--- config.mk ---
export PLATFORM = sky130hd
export DESIGN_NAME = tinted_alpha_blit_engine
export DESIGN_NICKNAME = d
export VERILOG_FILES = /design/src/hdl/tab_pkg.sv /design/src/hdl/tab_fifo.sv /design/src/hdl/tab_front.sv /design/src/hdl/tab_back.sv /design/src/hdl/tinted_alpha_blit_engine.sv
export SDC_FILE = /design/constraint.sdc
export NUM_CORES = 2
export LEC_CHECK = 0
export ABC_CLOCK_PERIOD_IN_PS = 10560
export BUFFER_PORTS_ARGS = -buffer_cell sky130_fd_sc_hd__buf_2
export CELL_PAD_IN_SITES_DETAIL_PLACEMENT = 2
export CELL_PAD_IN_SITES_GLOBAL_PLACEMENT = 2
export CORE_ASPECT_RATIO = 1.75
export CORE_MARGIN = 3
export CORE_UTILIZATION = 28
export DETAILED_ROUTE_END_ITERATION = 6
export PLACE_DENSITY_LB_ADDON = 0.2
export SLEW_MARGIN = 0
export SYNTH_ARGS = -nofsm -noshare
export SYNTH_HDL_FRONTEND = slang
export SYNTH_HIERARCHICAL = 1
export SYNTH_SLANG_ARGS = --single-unit
--- constraint.sdc ---
create_clock -name clk_i -period 10.56 [get_ports clk_i]
set_clock_uncertainty 0.05 [all_clocks]
set_input_delay 1.584 -clock clk_i [delete_from_list [all_inputs] [get_ports clk_i]]
set_output_delay 1.584 -clock clk_i [all_outputs]
set_load 0.02 [all_outputs]
--- src/hdl/tab_pkg.sv ---
`default_nettype none

package tab_pkg;

  localparam int DEF_MAX_DIM   = 4096;
  localparam int DEF_MID_DEPTH = 2;
  localparam int DEF_OUT_DEPTH = 4;

  // configuration register indexes
  localparam int CFG_IDX_W = 3;
  localparam logic [CFG_IDX_W-1:0] REG_TINT   = 3'd0;
  localparam logic [CFG_IDX_W-1:0] REG_STEP_X = 3'd1;
  localparam logic [CFG_IDX_W-1:0] REG_STEP_Y = 3'd2;
  localparam logic [CFG_IDX_W-1:0] REG_WIDTH  = 3'd3;
  localparam logic [CFG_IDX_W-1:0] REG_HEIGHT = 3'd4;

  // item opcodes
  localparam logic OP_START = 1'b0;
  localparam logic OP_PIXEL = 1'b1;

  localparam logic [31:0] TINT_OFF  = 32'hFFFF_FFFF;
  localparam logic [15:0] FRAC_HALF = 16'h8000;
  localparam logic [27:0] COL_RESET = 28'h000_8000;
  localparam logic [27:0] ACC_MAX   = 28'hFFF_FFFF;

  typedef struct packed {
    logic        opcode;
    logic [31:0] src_pixel;
    logic [31:0] dst_pixel;
  } in_t;

  typedef struct packed {
    logic [31:0] out_pixel;
    logic [11:0] next_src_col;
    logic [11:0] next_src_row;
    logic        row_end;
    logic        blit_end;
  } out_t;

  typedef struct packed {
    logic [31:0] tint_color;
    logic [23:0] step_x;
    logic [23:0] step_y;
    logic [12:0] blit_width;
    logic [12:0] blit_height;
  } cfg_t;

  localparam cfg_t CFG_RESET = '{
    tint_color:  32'hFFFF_FFFF,
    step_x:      24'h01_0000,
    step_y:      24'h01_0000,
    blit_width:  13'd1,
    blit_height: 13'd1
  };

  // classified item handed from the position front end to the pixel back end
  typedef struct packed {
    logic        is_pixel;
    logic [31:0] src_pixel;
    logic [31:0] dst_pixel;
    logic [11:0] next_src_col;
    logic [11:0] next_src_row;
    logic        row_end;
    logic        blit_end;
  } job_t;

endpackage

`default_nettype wire

--- src/hdl/tab_fifo.sv ---
`default_nettype none

module tab_fifo #(
  parameter int WIDTH = 8,
  parameter int DEPTH = 2
) (
  input  wire logic                         clk_i,
  input  wire logic                         rst_ni,
  input  wire logic                         push_i,
  input  wire logic [WIDTH-1:0]             wr_data_i,
  input  wire logic                         pop_i,
  output logic      [WIDTH-1:0]             rd_data_o,
  output logic                              full_o,
  output logic                              empty_o,
  output logic      [$clog2(DEPTH+1)-1:0]   count_o
);

  localparam int PTR_W = $clog2(DEPTH);
  localparam int CNT_W = $clog2(DEPTH+1);
  localparam logic [PTR_W-1:0] LAST = PTR_W'(DEPTH - 1);

  logic [WIDTH-1:0] mem_q [DEPTH];
  logic [PTR_W-1:0] wr_ptr_q, wr_ptr_d;
  logic [PTR_W-1:0] rd_ptr_q, rd_ptr_d;
  logic [CNT_W-1:0] cnt_q, cnt_d;
  logic             do_push, do_pop;

  assign full_o    = (cnt_q == CNT_W'(DEPTH));
  assign empty_o   = (cnt_q == '0);
  assign count_o   = cnt_q;
  assign rd_data_o = mem_q[rd_ptr_q];
  assign do_push   = push_i && !full_o;
  assign do_pop    = pop_i && !empty_o;

  always_comb begin
    wr_ptr_d = wr_ptr_q;
    rd_ptr_d = rd_ptr_q;
    cnt_d    = cnt_q;
    if (do_push) begin
      wr_ptr_d = (wr_ptr_q == LAST) ? '0 : wr_ptr_q + PTR_W'(1);
    end
    if (do_pop) begin
      rd_ptr_d = (rd_ptr_q == LAST) ? '0 : rd_ptr_q + PTR_W'(1);
    end
    if (do_push && !do_pop) begin
      cnt_d = cnt_q + CNT_W'(1);
    end else if (do_pop && !do_push) begin
      cnt_d = cnt_q - CNT_W'(1);
    end
  end

  always_ff @(posedge clk_i or negedge rst_ni) begin
    if (!rst_ni) begin
      wr_ptr_q <= '0;
      rd_ptr_q <= '0;
      cnt_q    <= '0;
    end else begin
      wr_ptr_q <= wr_ptr_d;
      rd_ptr_q <= rd_ptr_d;
      cnt_q    <= cnt_d;
    end
  end

  always_ff @(posedge clk_i) begin
    if (do_push) begin
      mem_q[wr_ptr_q] <= wr_data_i;
    end
  end

endmodule

`default_nettype wire

--- src/hdl/tab_front.sv ---
`default_nettype none

module tab_front #(
  parameter int MAX_DIM = tab_pkg::DEF_MAX_DIM
) (
  input  wire logic          clk_i,
  input  wire logic          rst_ni,
  input  wire logic          accept_i,
  input  wire tab_pkg::in_t  item_i,
  input  wire tab_pkg::cfg_t cfg_i,
  output tab_pkg::job_t      job_o
);

  import tab_pkg::*;

  localparam int CNT_W = $clog2(MAX_DIM + 1);
  localparam int ROW_W = $clog2(MAX_DIM);
  localparam int DIM_W = (CNT_W > 13) ? CNT_W : 13;
  localparam int SUM_W = ROW_W + 10;
  localparam logic [DIM_W-1:0] DIM_MAX = DIM_W'(MAX_DIM);
  localparam logic [ROW_W-1:0] ROW_MAX = ROW_W'(MAX_DIM - 1);
  localparam logic [SUM_W-1:0] ROW_LIM = SUM_W'(MAX_DIM - 1);
  localparam logic [11:0]      COL_MAX = 12'(MAX_DIM - 1);

  logic [27:0]      col_accum_q, col_accum_d;
  logic [15:0]      row_frac_q, row_frac_d;
  logic [ROW_W-1:0] src_row_q, src_row_d;
  logic [CNT_W-1:0] col_count_q, col_count_d;
  logic [CNT_W-1:0] row_count_q, row_count_d;

  logic [DIM_W-1:0] width_c, height_c;
  logic [28:0]      col_sum;
  logic [27:0]      col_adv;
  logic [CNT_W-1:0] col_inc, row_inc;
  logic [24:0]      frac_sum;
  logic [SUM_W-1:0] row_sum;
  logic [ROW_W-1:0] row_sat;
  logic             row_done, blit_done;
  logic [11:0]      col_int;
  logic [31:0]      row_ext;

  function automatic logic [DIM_W-1:0] clamp_dim(input logic [12:0] v);
    logic [DIM_W-1:0] w;
    w = DIM_W'(v);
    if (w == '0) begin
      return DIM_W'(1);
    end else if (w > DIM_MAX) begin
      return DIM_MAX;
    end
    return w;
  endfunction

  always_comb begin
    width_c   = clamp_dim(cfg_i.blit_width);
    height_c  = clamp_dim(cfg_i.blit_height);
    col_sum   = {1'b0, col_accum_q} + 29'(cfg_i.step_x);
    col_adv   = col_sum[28] ? ACC_MAX : col_sum[27:0];
    col_inc   = col_count_q + CNT_W'(1);
    row_inc   = row_count_q + CNT_W'(1);
    row_done  = (DIM_W'(col_inc) >= width_c);
    blit_done = (DIM_W'(row_inc) >= height_c);
    frac_sum  = 25'(row_frac_q) + 25'(cfg_i.step_y);
    row_sum   = SUM_W'(src_row_q) + SUM_W'(frac_sum[24:16]);
    row_sat   = (row_sum > ROW_LIM) ? ROW_MAX : row_sum[ROW_W-1:0];

    col_accum_d = col_accum_q;
    row_frac_d  = row_frac_q;
    src_row_d   = src_row_q;
    col_count_d = col_count_q;
    row_count_d = row_count_q;

    if (accept_i) begin
      if (item_i.opcode == OP_START) begin
        col_accum_d = COL_RESET;
        row_frac_d  = FRAC_HALF;
        src_row_d   = '0;
        col_count_d = '0;
        row_count_d = '0;
      end else begin
        col_accum_d = col_adv;
        col_count_d = col_inc;
        if (row_done) begin
          col_count_d = '0;
          col_accum_d = COL_RESET;
          row_frac_d  = frac_sum[15:0];
          src_row_d   = row_sat;
          row_count_d = row_inc;
          // last row done: back to the start-of-blit position
          if (blit_done) begin
            row_frac_d  = FRAC_HALF;
            src_row_d   = '0;
            row_count_d = '0;
          end
        end
      end
    end

    col_int = col_accum_d[27:16];
    row_ext = 32'(src_row_d);

    job_o.is_pixel     = (item_i.opcode == OP_PIXEL);
    job_o.src_pixel    = item_i.src_pixel;
    job_o.dst_pixel    = item_i.dst_pixel;
    job_o.next_src_col = (32'(col_int) > 32'(MAX_DIM - 1)) ? COL_MAX : col_int;
    job_o.next_src_row = row_ext[11:0];
    job_o.row_end      = (item_i.opcode == OP_PIXEL) && row_done;
    job_o.blit_end     = (item_i.opcode == OP_PIXEL) && row_done && blit_done;
  end

  always_ff @(posedge clk_i or negedge rst_ni) begin
    if (!rst_ni) begin
      col_accum_q <= COL_RESET;
      row_frac_q  <= FRAC_HALF;
      src_row_q   <= '0;
      col_count_q <= '0;
      row_count_q <= '0;
    end else begin
      col_accum_q <= col_accum_d;
      row_frac_q  <= row_frac_d;
      src_row_q   <= src_row_d;
      col_count_q <= col_count_d;
      row_count_q <= row_count_d;
    end
  end

endmodule

`default_nettype wire

--- src/hdl/tab_back.sv ---
`default_nettype none

module tab_back #(
  parameter int OUT_DEPTH = tab_pkg::DEF_OUT_DEPTH
) (
  input  wire logic                             clk_i,
  input  wire logic                             rst_ni,
  input  wire logic                             job_valid_i,
  input  wire tab_pkg::job_t                    job_i,
  output logic                                  job_pop_o,
  input  wire logic [31:0]                      tint_i,
  input  wire logic [$clog2(OUT_DEPTH+1)-1:0]   out_count_i,
  output logic                                  out_push_o,
  output tab_pkg::out_t                         out_o
);

  import tab_pkg::*;

  localparam int CNT_W = $clog2(OUT_DEPTH + 1);
  localparam int FLY_W = CNT_W + 1;

  logic       s1_valid_q, s2_valid_q;
  job_t       s1_job_q;
  out_t       s2_out_q;
  logic [FLY_W-1:0] in_flight;

  // tint stage
  logic [15:0] tb_prod;
  logic [16:0] tg_prod, tr_prod, ta_prod;
  logic [31:0] tinted;
  job_t        s1_job_d;

  // blend stage
  logic [8:0]  alpha, ialpha;
  logic [32:0] sa, sb, da, db;
  logic [31:0] rb_sum, ag_sum, blended;
  out_t        s2_out_d;

  // items already committed to the result queue space
  assign in_flight = FLY_W'(s1_valid_q) + FLY_W'(s2_valid_q) + FLY_W'(out_count_i);
  assign job_pop_o = job_valid_i && (in_flight < FLY_W'(OUT_DEPTH));

  always_comb begin
    // blue uses the tint byte as is, the other channels tint+1
    tb_prod = job_i.src_pixel[7:0] * tint_i[7:0];
    tg_prod = job_i.src_pixel[15:8] * ({1'b0, tint_i[15:8]} + 9'd1);
    tr_prod = job_i.src_pixel[23:16] * ({1'b0, tint_i[23:16]} + 9'd1);
    ta_prod = job_i.src_pixel[31:24] * ({1'b0, tint_i[31:24]} + 9'd1);
    tinted  = {ta_prod[15:8], tr_prod[15:8], tg_prod[15:8], tb_prod[15:8]};
    s1_job_d = job_i;
    if (tint_i != TINT_OFF) begin
      s1_job_d.src_pixel = tinted;
    end
  end

  always_comb begin
    alpha = {1'b0, s1_job_q.src_pixel[31:24]};
    if (s1_job_q.src_pixel[31]) begin
      alpha = alpha + 9'd1;
    end
    ialpha = 9'h100 - alpha;
    // two lanes per product, no carry crosses a lane
    sa = {s1_job_q.src_pixel[23:16], 8'h00, s1_job_q.src_pixel[7:0]} * alpha;
    sb = {s1_job_q.src_pixel[31:24], 8'h00, s1_job_q.src_pixel[15:8]} * alpha;
    da = {s1_job_q.dst_pixel[23:16], 8'h00, s1_job_q.dst_pixel[7:0]} * ialpha;
    db = {s1_job_q.dst_pixel[31:24], 8'h00, s1_job_q.dst_pixel[15:8]} * ialpha;
    rb_sum  = sa[31:0] + da[31:0];
    ag_sum  = sb[31:0] + db[31:0];
    blended = ((rb_sum >> 8) & 32'h00FF_00FF) + (ag_sum & 32'hFF00_FF00);

    s2_out_d.out_pixel    = s1_job_q.is_pixel ? blended : '0;
    s2_out_d.next_src_col = s1_job_q.next_src_col;
    s2_out_d.next_src_row = s1_job_q.next_src_row;
    s2_out_d.row_end      = s1_job_q.row_end;
    s2_out_d.blit_end     = s1_job_q.blit_end;
  end

  always_ff @(posedge clk_i or negedge rst_ni) begin
    if (!rst_ni) begin
      s1_valid_q <= 1'b0;
      s2_valid_q <= 1'b0;
    end else begin
      s1_valid_q <= job_pop_o;
      s2_valid_q <= s1_valid_q;
    end
  end

  always_ff @(posedge clk_i) begin
    if (job_pop_o) begin
      s1_job_q <= s1_job_d;
    end
    if (s1_valid_q) begin
      s2_out_q <= s2_out_d;
    end
  end

  assign out_push_o = s2_valid_q;
  assign out_o      = s2_out_q;

endmodule

`default_nettype wire

--- src/hdl/tinted_alpha_blit_engine.sv ---
// tinted alpha blit engine, per-pixel stage with nearest-neighbor scaling
//
// input queue side: push with in_data_i (opcode, src_pixel, dst_pixel); a beat
// is taken when push is high and full is low. opcode start clears the
// column/row position, opcode pixel tints, blends and advances the position.
// result queue side: while empty is low the oldest result sits on out_data_o
// (out_pixel, next_src_col, next_src_row, row_end, blit_end); pop takes it.
// config side: cfg_valid_i/cfg_ready_o with register index and data; ready is
// always high, writes are expected only while no beat is in flight.
//
// a beat taken on the input side passes the front position update into a
// small job queue, then the tint stage, the blend stage and the result queue.
// throughput is one beat per cycle while pop keeps up, set by the position
// accumulators in the front and the fully pipelined back end. reset clears
// all queues, returns the position to column 0 (accumulator 0x8000) / row 0
// and loads the register defaults. when pop stays low the result queue fills,
// the back end stops pulling jobs, the job queue fills and full goes high.
`default_nettype none

module tinted_alpha_blit_engine #(
  parameter int MAX_DIM   = tab_pkg::DEF_MAX_DIM,
  parameter int MID_DEPTH = tab_pkg::DEF_MID_DEPTH,
  parameter int OUT_DEPTH = tab_pkg::DEF_OUT_DEPTH
) (
  input  wire logic                            clk_i,
  input  wire logic                            rst_ni,
  // input beats
  input  wire logic                            push,
  output logic                                 full,
  input  wire tab_pkg::in_t                    in_data_i,
  // result beats
  output logic                                 empty,
  input  wire logic                            pop,
  output tab_pkg::out_t                        out_data_o,
  // register writes
  input  wire logic                            cfg_valid_i,
  output logic                                 cfg_ready_o,
  input  wire logic [tab_pkg::CFG_IDX_W-1:0]   cfg_index_i,
  input  wire logic [31:0]                     cfg_data_i
);

  import tab_pkg::*;

  localparam int OCNT_W = $clog2(OUT_DEPTH + 1);
  localparam int MCNT_W = $clog2(MID_DEPTH + 1);

  cfg_t  cfg_q;
  logic  in_take;
  job_t  front_job, mid_job;
  logic  mid_full, mid_empty, mid_pop;
  logic  out_push, out_full;
  out_t  back_out;
  logic [OCNT_W-1:0] out_count;
  logic [MCNT_W-1:0] mid_count;
  logic  unused_out_full;
  logic  unused_mid_count;

  // register file, always ready
  assign cfg_ready_o = 1'b1;

  always_ff @(posedge clk_i or negedge rst_ni) begin
    if (!rst_ni) begin
      cfg_q <= CFG_RESET;
    end else if (cfg_valid_i && cfg_ready_o) begin
      case (cfg_index_i)
        REG_TINT:   cfg_q.tint_color  <= cfg_data_i;
        REG_STEP_X: cfg_q.step_x      <= cfg_data_i[23:0];
        REG_STEP_Y: cfg_q.step_y      <= cfg_data_i[23:0];
        REG_WIDTH:  cfg_q.blit_width  <= cfg_data_i[12:0];
        REG_HEIGHT: cfg_q.blit_height <= cfg_data_i[12:0];
        default: begin
          // unmapped index, write dropped
        end
      endcase
    end
  end

  // front: position accumulators and row/blit end flags
  assign full    = mid_full;
  assign in_take = push && !mid_full;

  tab_front #(
    .MAX_DIM (MAX_DIM)
  ) u_front (
    .clk_i    (clk_i),
    .rst_ni   (rst_ni),
    .accept_i (in_take),
    .item_i   (in_data_i),
    .cfg_i    (cfg_q),
    .job_o    (front_job)
  );

  // decoupling queue between position front and pixel back end
  tab_fifo #(
    .WIDTH ($bits(job_t)),
    .DEPTH (MID_DEPTH)
  ) u_mid_fifo (
    .clk_i     (clk_i),
    .rst_ni    (rst_ni),
    .push_i    (in_take),
    .wr_data_i (front_job),
    .pop_i     (mid_pop),
    .rd_data_o (mid_job),
    .full_o    (mid_full),
    .empty_o   (mid_empty),
    .count_o   (mid_count)
  );

  // back: tint then blend, pulls only when the result queue has room
  tab_back #(
    .OUT_DEPTH (OUT_DEPTH)
  ) u_back (
    .clk_i       (clk_i),
    .rst_ni      (rst_ni),
    .job_valid_i (!mid_empty),
    .job_i       (mid_job),
    .job_pop_o   (mid_pop),
    .tint_i      (cfg_q.tint_color),
    .out_count_i (out_count),
    .out_push_o  (out_push),
    .out_o       (back_out)
  );

  // result queue, never overflows thanks to the back end credit check
  tab_fifo #(
    .WIDTH ($bits(out_t)),
    .DEPTH (OUT_DEPTH)
  ) u_out_fifo (
    .clk_i     (clk_i),
    .rst_ni    (rst_ni),
    .push_i    (out_push),
    .wr_data_i (back_out),
    .pop_i     (pop),
    .rd_data_o (out_data_o),
    .full_o    (out_full),
    .empty_o   (empty),
    .count_o   (out_count)
  );

  // out_full only matters as a sanity term: credit keeps it from blocking a push
  assign unused_out_full  = out_full;
  // job queue occupancy is not needed, full and empty drive the handshakes
  assign unused_mid_count = ^mid_count;

endmodule

`default_nettype wire

# Word level (Yosys, flattened, before mapping)
# Memory sizes are Yosys's and may differ from the RTL's.
# Index checks and enable logic that the tools add are counted.
[totals] reg_bits=350 ramBits=414 in_bits=105 wordCells=154 memories=2
[classes] addsub=23 n_mul=8 n_lt_le_gt_ge=6 eq_ne=10 n_mux=41 n_reduce_logical=33
[memory_table] name="u_out_fifo.mem_q" depth=4 word_bits=58 rd=1 rd_ports_with_merged_regs=0 wr=1 line="tab_fifo.sv:22" rtl="logic [WIDTH-1:0] mem_q [DEPTH];"
[memory_table] name="u_mid_fifo.mem_q" depth=2 word_bits=91 rd=1 rd_ports_with_merged_regs=0 wr=1 line="tab_fifo.sv:22"
[ops] operator="13-bit 2-to-1 mux" count=11
[ops] operator="24-bit by 9-bit multiplier with 32-bit output" count=4
[ops] operator="28-bit 2-to-1 mux" count=4
[ops] operator="32-bit adder" count=2
[ops] operator="12-bit 2-to-1 mux" count=5
[ops] operator="8-bit by 17-bit multiplier with 16-bit output" count=3
[ops] operator="16-bit 2-to-1 mux" count=3
[ops] operator="8-bit by 1-bit adder with 9-bit output (second input constant)" count=4
[ops] operator="24-bit by 32-bit adder with 32-bit output" count=1
[ops] operator="32-bit 2-to-1 mux" count=1
[ops] operator="32-bit inequality test (second input constant)" count=1
[ops] operator="28-bit by 24-bit adder with 29-bit output" count=1
[ops] operator="13-bit by 1-bit adder with 13-bit output (second input constant)" count=2
[ops] operator="13-bit greater-or-equal comparator" count=2
[ops] operator="13-bit greater-than comparator (second input constant)" count=2
[ops] operator="13-bit zero test" count=2
[ops] operator="16-bit by 24-bit adder with 25-bit output" count=1
[ops] operator="22-bit by 12-bit greater-than comparator with 1-bit output (second input constant)" count=1
[ops] operator="8-bit by 8-bit multiplier with 16-bit output" count=1
[ops] operator="12-bit by 9-bit adder with 13-bit output" count=1
[ops] operator="1-bit logical AND" count=12
[ops] operator="2-bit AND reduction" count=6
[ops] operator="1-bit 2-to-1 mux" count=10
[ops] operator="9-bit 2-to-1 mux" count=1
[ops] operator="other kinds (20)" count=40

# Longest topological paths before layout
[depth] ltp_word=9 depth_mapped=32

# Cells and area by module
# Netlist, hierarchy kept.
[modules_own_cells] mod="tab_back" n_inst=1 cells_per_inst=3444 area_each_um2=32688.9 seq_area_each_um2=4524.3
[modules_own_cells] mod="tab_fifo at u_out_fifo" n_inst=1 cells_per_inst=341 area_each_um2=8797.2 seq_area_each_um2=7141.8
[modules_own_cells] mod="tab_front" n_inst=1 cells_per_inst=858 area_each_um2=7367.1 seq_area_each_um2=2054.5
[modules_own_cells] mod="tab_fifo at u_mid_fifo" n_inst=1 cells_per_inst=302 area_each_um2=7163.1 seq_area_each_um2=5565.3
[modules_own_cells] mod="tinted_alpha_blit_engine" n_inst=1 cells_per_inst=232 area_each_um2=4090.2 seq_area_each_um2=2697.6

# Worst setup path after synthesis
# No wires, ideal clock.
[synth_timing] path_type="register to register" from="register u_back.s1_valid_q" to="register u_mid_fifo.cnt_q[1], in the netlist u_mid_fifo/count_o[1]" setup_time_ps=79 arrival_ps=8918 slack_ps=1513 stages_incl_launch_ff=8 period_less_slack_ps=9047 path_cell_list="dfrtp_1 ha_1 a31oi_1 o21ai_0 ha_1 xor2_1 nor2_1 xor2_1"
[synth_between] elab_chain_cells=8
[synth_rtl] item="from (decl)" line="tab_back.sv:22" rtl="logic s1_valid_q, s2_valid_q;"
[synth_rtl] item="from (signal assigned)" line="tab_back.sv:83" rtl="s1_valid_q <= job_pop_o;"
[synth_rtl] item="1-bit by 1-bit adder with 2-bit output *" line="tab_back.sv:40" rtl="assign in_flight = FLY_W'(s1_valid_q) + FLY_W'(s2_valid_q) + FLY_W'(out_count_i);"
[synth_rtl] item="4-bit by 3-bit adder with 4-bit output *" line="tab_back.sv:40"
[synth_rtl] item="4-bit by 3-bit less-than comparator with 1-bit output *" line="tab_back.sv:41" rtl="assign job_pop_o = job_valid_i && (in_flight < FLY_W'(OUT_DEPTH));"
[synth_rtl] item="1-bit logical AND *" line="tab_back.sv:41"
[synth_rtl] item="net mid_pop" line="tinted_alpha_blit_engine.sv:50" rtl="logic mid_full, mid_empty, mid_pop;"
[synth_rtl] item="1-bit logical AND *" line="tab_fifo.sv:33" rtl="assign do_pop = pop_i && !empty_o;"
[synth_rtl] item="1-bit zero test" line="tab_fifo.sv:45" rtl="if (do_push && !do_pop) begin"
[synth_rtl] item="1-bit logical AND" line="tab_fifo.sv:45"
[synth_rtl] item="2-bit 2-to-1 mux or 2-bit nonzero test (tied branches)"
[synth_rtl] item="to (signal assigned)" line="tab_fifo.sv:60" rtl="cnt_q <= cnt_d;"
[synth_rtl] item="to (decl)" line="tab_fifo.sv:25" rtl="logic [CNT_W-1:0] cnt_q, cnt_d;"
# The timed path passes the listed nets; every way through them passes the cells marked *.
# A chain may end at the register's enable or synchronous reset.

# Worst setup path after layout
[layout_timing] from="register u_back/s1_job_q[85] (netlist name)" to="register u_back.s2_out_q, in the netlist u_back/out_o[49] (data pin)"
[layout_between] elab_chain_cells=6
[layout_rtl] item="from (decl)" line="tab_back.sv:23" rtl="job_t s1_job_q;"
[layout_rtl] item="from (signal assigned)" line="tab_back.sv:90" rtl="s1_job_q <= s1_job_d;"
[layout_rtl] item="8-bit by 1-bit adder with 9-bit output" line="tab_back.sv:59" rtl="alpha = alpha + 9'd1;"
[layout_rtl] item="9-bit 2-to-1 mux *" line="tab_back.sv:58" rtl="if (s1_job_q.src_pixel[31]) begin"
[layout_rtl] item="9-bit subtractor" line="tab_back.sv:61" rtl="ialpha = 9'h100 - alpha;"
[layout_rtl] item="24-bit by 9-bit multiplier with 32-bit output, on equally long branches" line="tab_back.sv:65, tab_back.sv:66"
[layout_rtl] item="32-bit adder, on equally long branches" line="tab_back.sv:67, tab_back.sv:68"
[layout_rtl] item="24-bit by 32-bit adder with 32-bit output *" line="tab_back.sv:69" rtl="blended = ((rb_sum >> 8) & 32'h00FF_00FF) + (ag_sum & 32'hFF00_FF00);"
[layout_rtl] item="to (signal assigned)" line="tab_back.sv:93" rtl="s2_out_q <= s2_out_d;"
[layout_rtl] item="to (decl)" line="tab_back.sv:24" rtl="out_t s2_out_q;"
# Every way passes the cells marked *; elsewhere a longest branch is shown, timed or not.

==> impl_results.md <==
- Hold path depth: 0
- Commonest register cell after synthesis: edfxtp_1
- Crit-path leading delay family: adder cells
- R2r setup slk: 1720 ps
- Unrepaired setup endpoints after global routing: false
- Placed Instance Area: 63,600 sq um
- Critical path's most frequent cell: fa_1
- Number of max-cap violations: 0
- Syn Nets: 6,369
- Via-to-Cell Ratio: 4.63
- Slowest cell on crit path: edfxtp_1
- CP cell instances: nand4_2, o21a_1, nor2_1, nand3_1, xor2_2, buf_4, and2_1, fa_1, fa_1, fa_1, inv_1, fa_1, fa_1, fa_1, inv_1, ha_1, and2_1, nand3_1, nand2_1, a41o_1, a2111oi_4, nor3_1, o22ai_1, mux2_2
- Worst hold-check path type: flip-flop to flip-flop
- CP max FO: 19
- Max incr delay on CP: 780 ps
- Post-layout min period: 8840 ps
- CTS buffer count: 82
- Routed WL: 187 mm
- Count of different cell masters after synthesis: 107
- Per-cell routed wire length: 23.0 um
- Largest net degree at the start of global routing: 79
- Sum Neg Setup Slack: 0 ps
- Worst r2r path cells: 24
- Die width: 356 um
- HPWL after DPL: 146 mm
- Share of layout cells above drive strength 1: 13.8%
- Final nets: 6,423
- WHS Endpoint: u_back/out_o[8]$_DFFE_PP_
- Vias in the first global route: 45.2k
- PortBufs: 164
- Worst hold start: u_back/s1_job_q[8]$_DFFE_PP_
- WS Path Type: flip-flop to flip-flop
- Synth async-reset ratio: 26.3%
- Top cell type by total area after synthesis: edfxtp_1
- Max frequency: 113 MHz
- # setup viols final: 0
- Initial antenna violation count: 7
- Worst path depth: 24
- CTS H-tree depth: 3
- DRT Pass-1 Iters: 5
- Die Ht: 619 um
- Initial core utilization: 28.2%
- Syn avg cell area: 11.6 sq um
- Rel. slew slack: 23.6%
- R2R Path Start: u_back/s1_job_q[85]$_DFFE_PP_
- Final Hold Fails: 0
- Status: complete, no violations
- Resized cells post-CTS: 0
- Worst-path clk slew: 70 ps
- TritonCTS clock tree: yes
- CTS root buf: clkbuf_16
- Synthesized area: 60,100 sq um
- Number of flops mapped to enable cells by yosys: 563
- First-pass GRT wire length: 285 mm
- DRC violations left: 0
- Area fraction of the dominant cell type after synthesis: 28.1%
- 1st-iter DRT viols: 1,194
- Hold Buf Count CTS: 0
- Critical Path RT: 10,960 ps
- Antenna Nets Post-Route: 0
- GPL Wtd Cong: 0.818
- Worst setup SP type: flip-flop
- Pins Over Slew Limit: 0
- Layout area overhead: 10.4%
- Fin area: 66,300 sq um
- Rows: 224
- Clk Latency, worst-skew pair: 730 ps
- Synth top area cells: edfxtp_1 (28%), fa_1 (20%), ha_1 (10%)
- Grt total ovfl: 0
- Sink Count: 764
- Overall routing resource usage: 17.3%
- Register area share after synthesis: 36.6%
- Die ar.: 220,000 sq um
- Synthesis Warnings: 6
- Clk buf depth: 3
- CP arrival: 9250 ps
- Total number of vias: 37.6k
- Synth Instances: 5,177
- Postcts setup bufs: 0
- Final period util: 83.7%
- Worst-margin pin slew: 1140 ps
- # IOs: 166
- Reg2Reg Capture Point: u_back/out_o[49]$_SDFFCE_PN0P_
- Register bit total from synthesis: 764
- Element type at the critical path end: flip-flop
- Core box area: 213,000 sq um
- Buffer and inverter count on the worst path: 3
-- synthesized netlist by cell type (8+ instances only) --
master,n
a211oi_1,21
a21o_1,52
a21oi_1,107
a22o_1,21
a31oi_1,13
and2_1,332
and3_1,29
buf_1,18
buf_12,8
buf_2,18
buf_4,75
buf_6,10
clkbuf_1,120
dfrtp_1,163
dfstp_2,38
edfxtp_1,563
fa_1,593
ha_1,494
inv_1,828
mux2_2,122
mux2_4,84
mux2i_1,10
mux4_2,58
nand2_1,533
nand2b_1,77
nand3_1,50
nand4_1,24
nor2_1,147
nor2b_1,44
nor3_1,42
nor4_1,13
o21a_1,18
o21ai_0,81
o21bai_1,13
o22ai_1,8
o2bb2ai_1,23
or2_2,9
or3_1,16
xnor2_1,106
xor2_1,62
-- layer usage --
metal | vias up | global-route usage [%] | share of wire [%]
met4 | 4 | 5.15 | 3.1
met5 | - | 0 | 0.014
met3 | 171 | 1.50 | 1.8
met2 | 327 | 36.2 | 59
li1 | 17000 | - | -
met1 | 20100 | 17.6 | 36
-- cells in the final DEF (no fill, tap or decap), types with 58 or more instances in the layout --
cell,instances
a21oi_1,107
and2_1,328
buf_2,163
clkbuf_16,83
dfrtp_1,159
edfxtp_1,563
fa_1,593
ha_1,493
inv_1,828
mux2_2,122
mux2_4,84
mux4_2,58
nand2_1,533
nand2b_1,77
nor2_1,146
o21ai_0,81
xnor2_1,97
xor2_1,60
-- cell families after synthesis --
kind of cell	after synthesis	synth area share, %
muxes	276	6.76
buffers and inverters	1084	7.62
other	1	0.00624
AOI/OAI and AO/OA	439	5.14
adders and majority gates	1087	30.0
and+or+nand+nor	1354	11.3
DFF	764	36.6
xor gates and xnor gates	172	2.56
-- per-stage QoR --
stage | std cells | util [%] | hold slack (ps) | setup slack, ps
finish | 8127 | 31.1 | 371 | 1720
global route | 8125 | 31.1 | 385 | 1210
CTS | 8124 | 31.1 | 376 | 1650
detailed placement | 7972 | 29.9 | 360 | 1690
global placement | 7972 | 29.9 | 353 | 1840
floorplan | 5177 | - | 350 | 1510
-- sequential cells by signal, indices dropped and copies added (netlist names) --
signal and cells:
u_out_fifo/mem_q 232, u_mid_fifo/mem_q 182, cfg_q 106, u_back/s1_job_q 91, u_back/out_o 58, u_front/col_accum_q 28
u_front/row_frac_q 16, u_front/col_count_q 13, u_front/row_count_q 13, u_front/src_row_q 12, u_out_fifo/count_o 3, u_mid_fifo/count_o 2
u_out_fifo/rd_ptr_q 2, u_out_fifo/wr_ptr_q 2, u_back/out_push_o 1, u_back/s1_valid_q 1, u_mid_fifo/rd_ptr_q 1, u_mid_fifo/wr_ptr_q 1
-- cell type report --
class	instances	area, sq um
diodes	3	7.51
clock buffers	105	2200
clock inverters	47	539
fillers	22900	147000
inverters	834	3130
multi-input cells	3329	33700
flip-flops and latches	764	22000
well taps	2825	3530
repair buffers	220	1260
-- how the worst max path moves through the flow --
stage / to / slack (ps) / start
after floorplan: u_mid_fifo/count_o[1]$_DFFE_PN0P_ / 1510 / u_back/s1_valid_q$_DFF_PN0_
after global placement: u_back/out_o[49]$_SDFFCE_PN0P_ / 1840 / u_back/s1_job_q[85]$_DFFE_PP_
after detailed placement: u_back/out_o[49]$_SDFFCE_PN0P_ / 1690 / u_back/s1_job_q[85]$_DFFE_PP_
after CTS: u_back/out_o[49]$_SDFFCE_PN0P_ / 1650 / u_back/s1_job_q[85]$_DFFE_PP_
after global routing: u_back/out_o[49]$_SDFFCE_PN0P_ / 1210 / u_back/s1_job_q[84]$_DFFE_PP_
final: u_back/out_o[49]$_SDFFCE_PN0P_ / 1720 / u_back/s1_job_q[85]$_DFFE_PP_
Power is left out: the tool's default activity adds up to more than one toggle a clock period on the data nets, which glitch-free logic cannot reach.
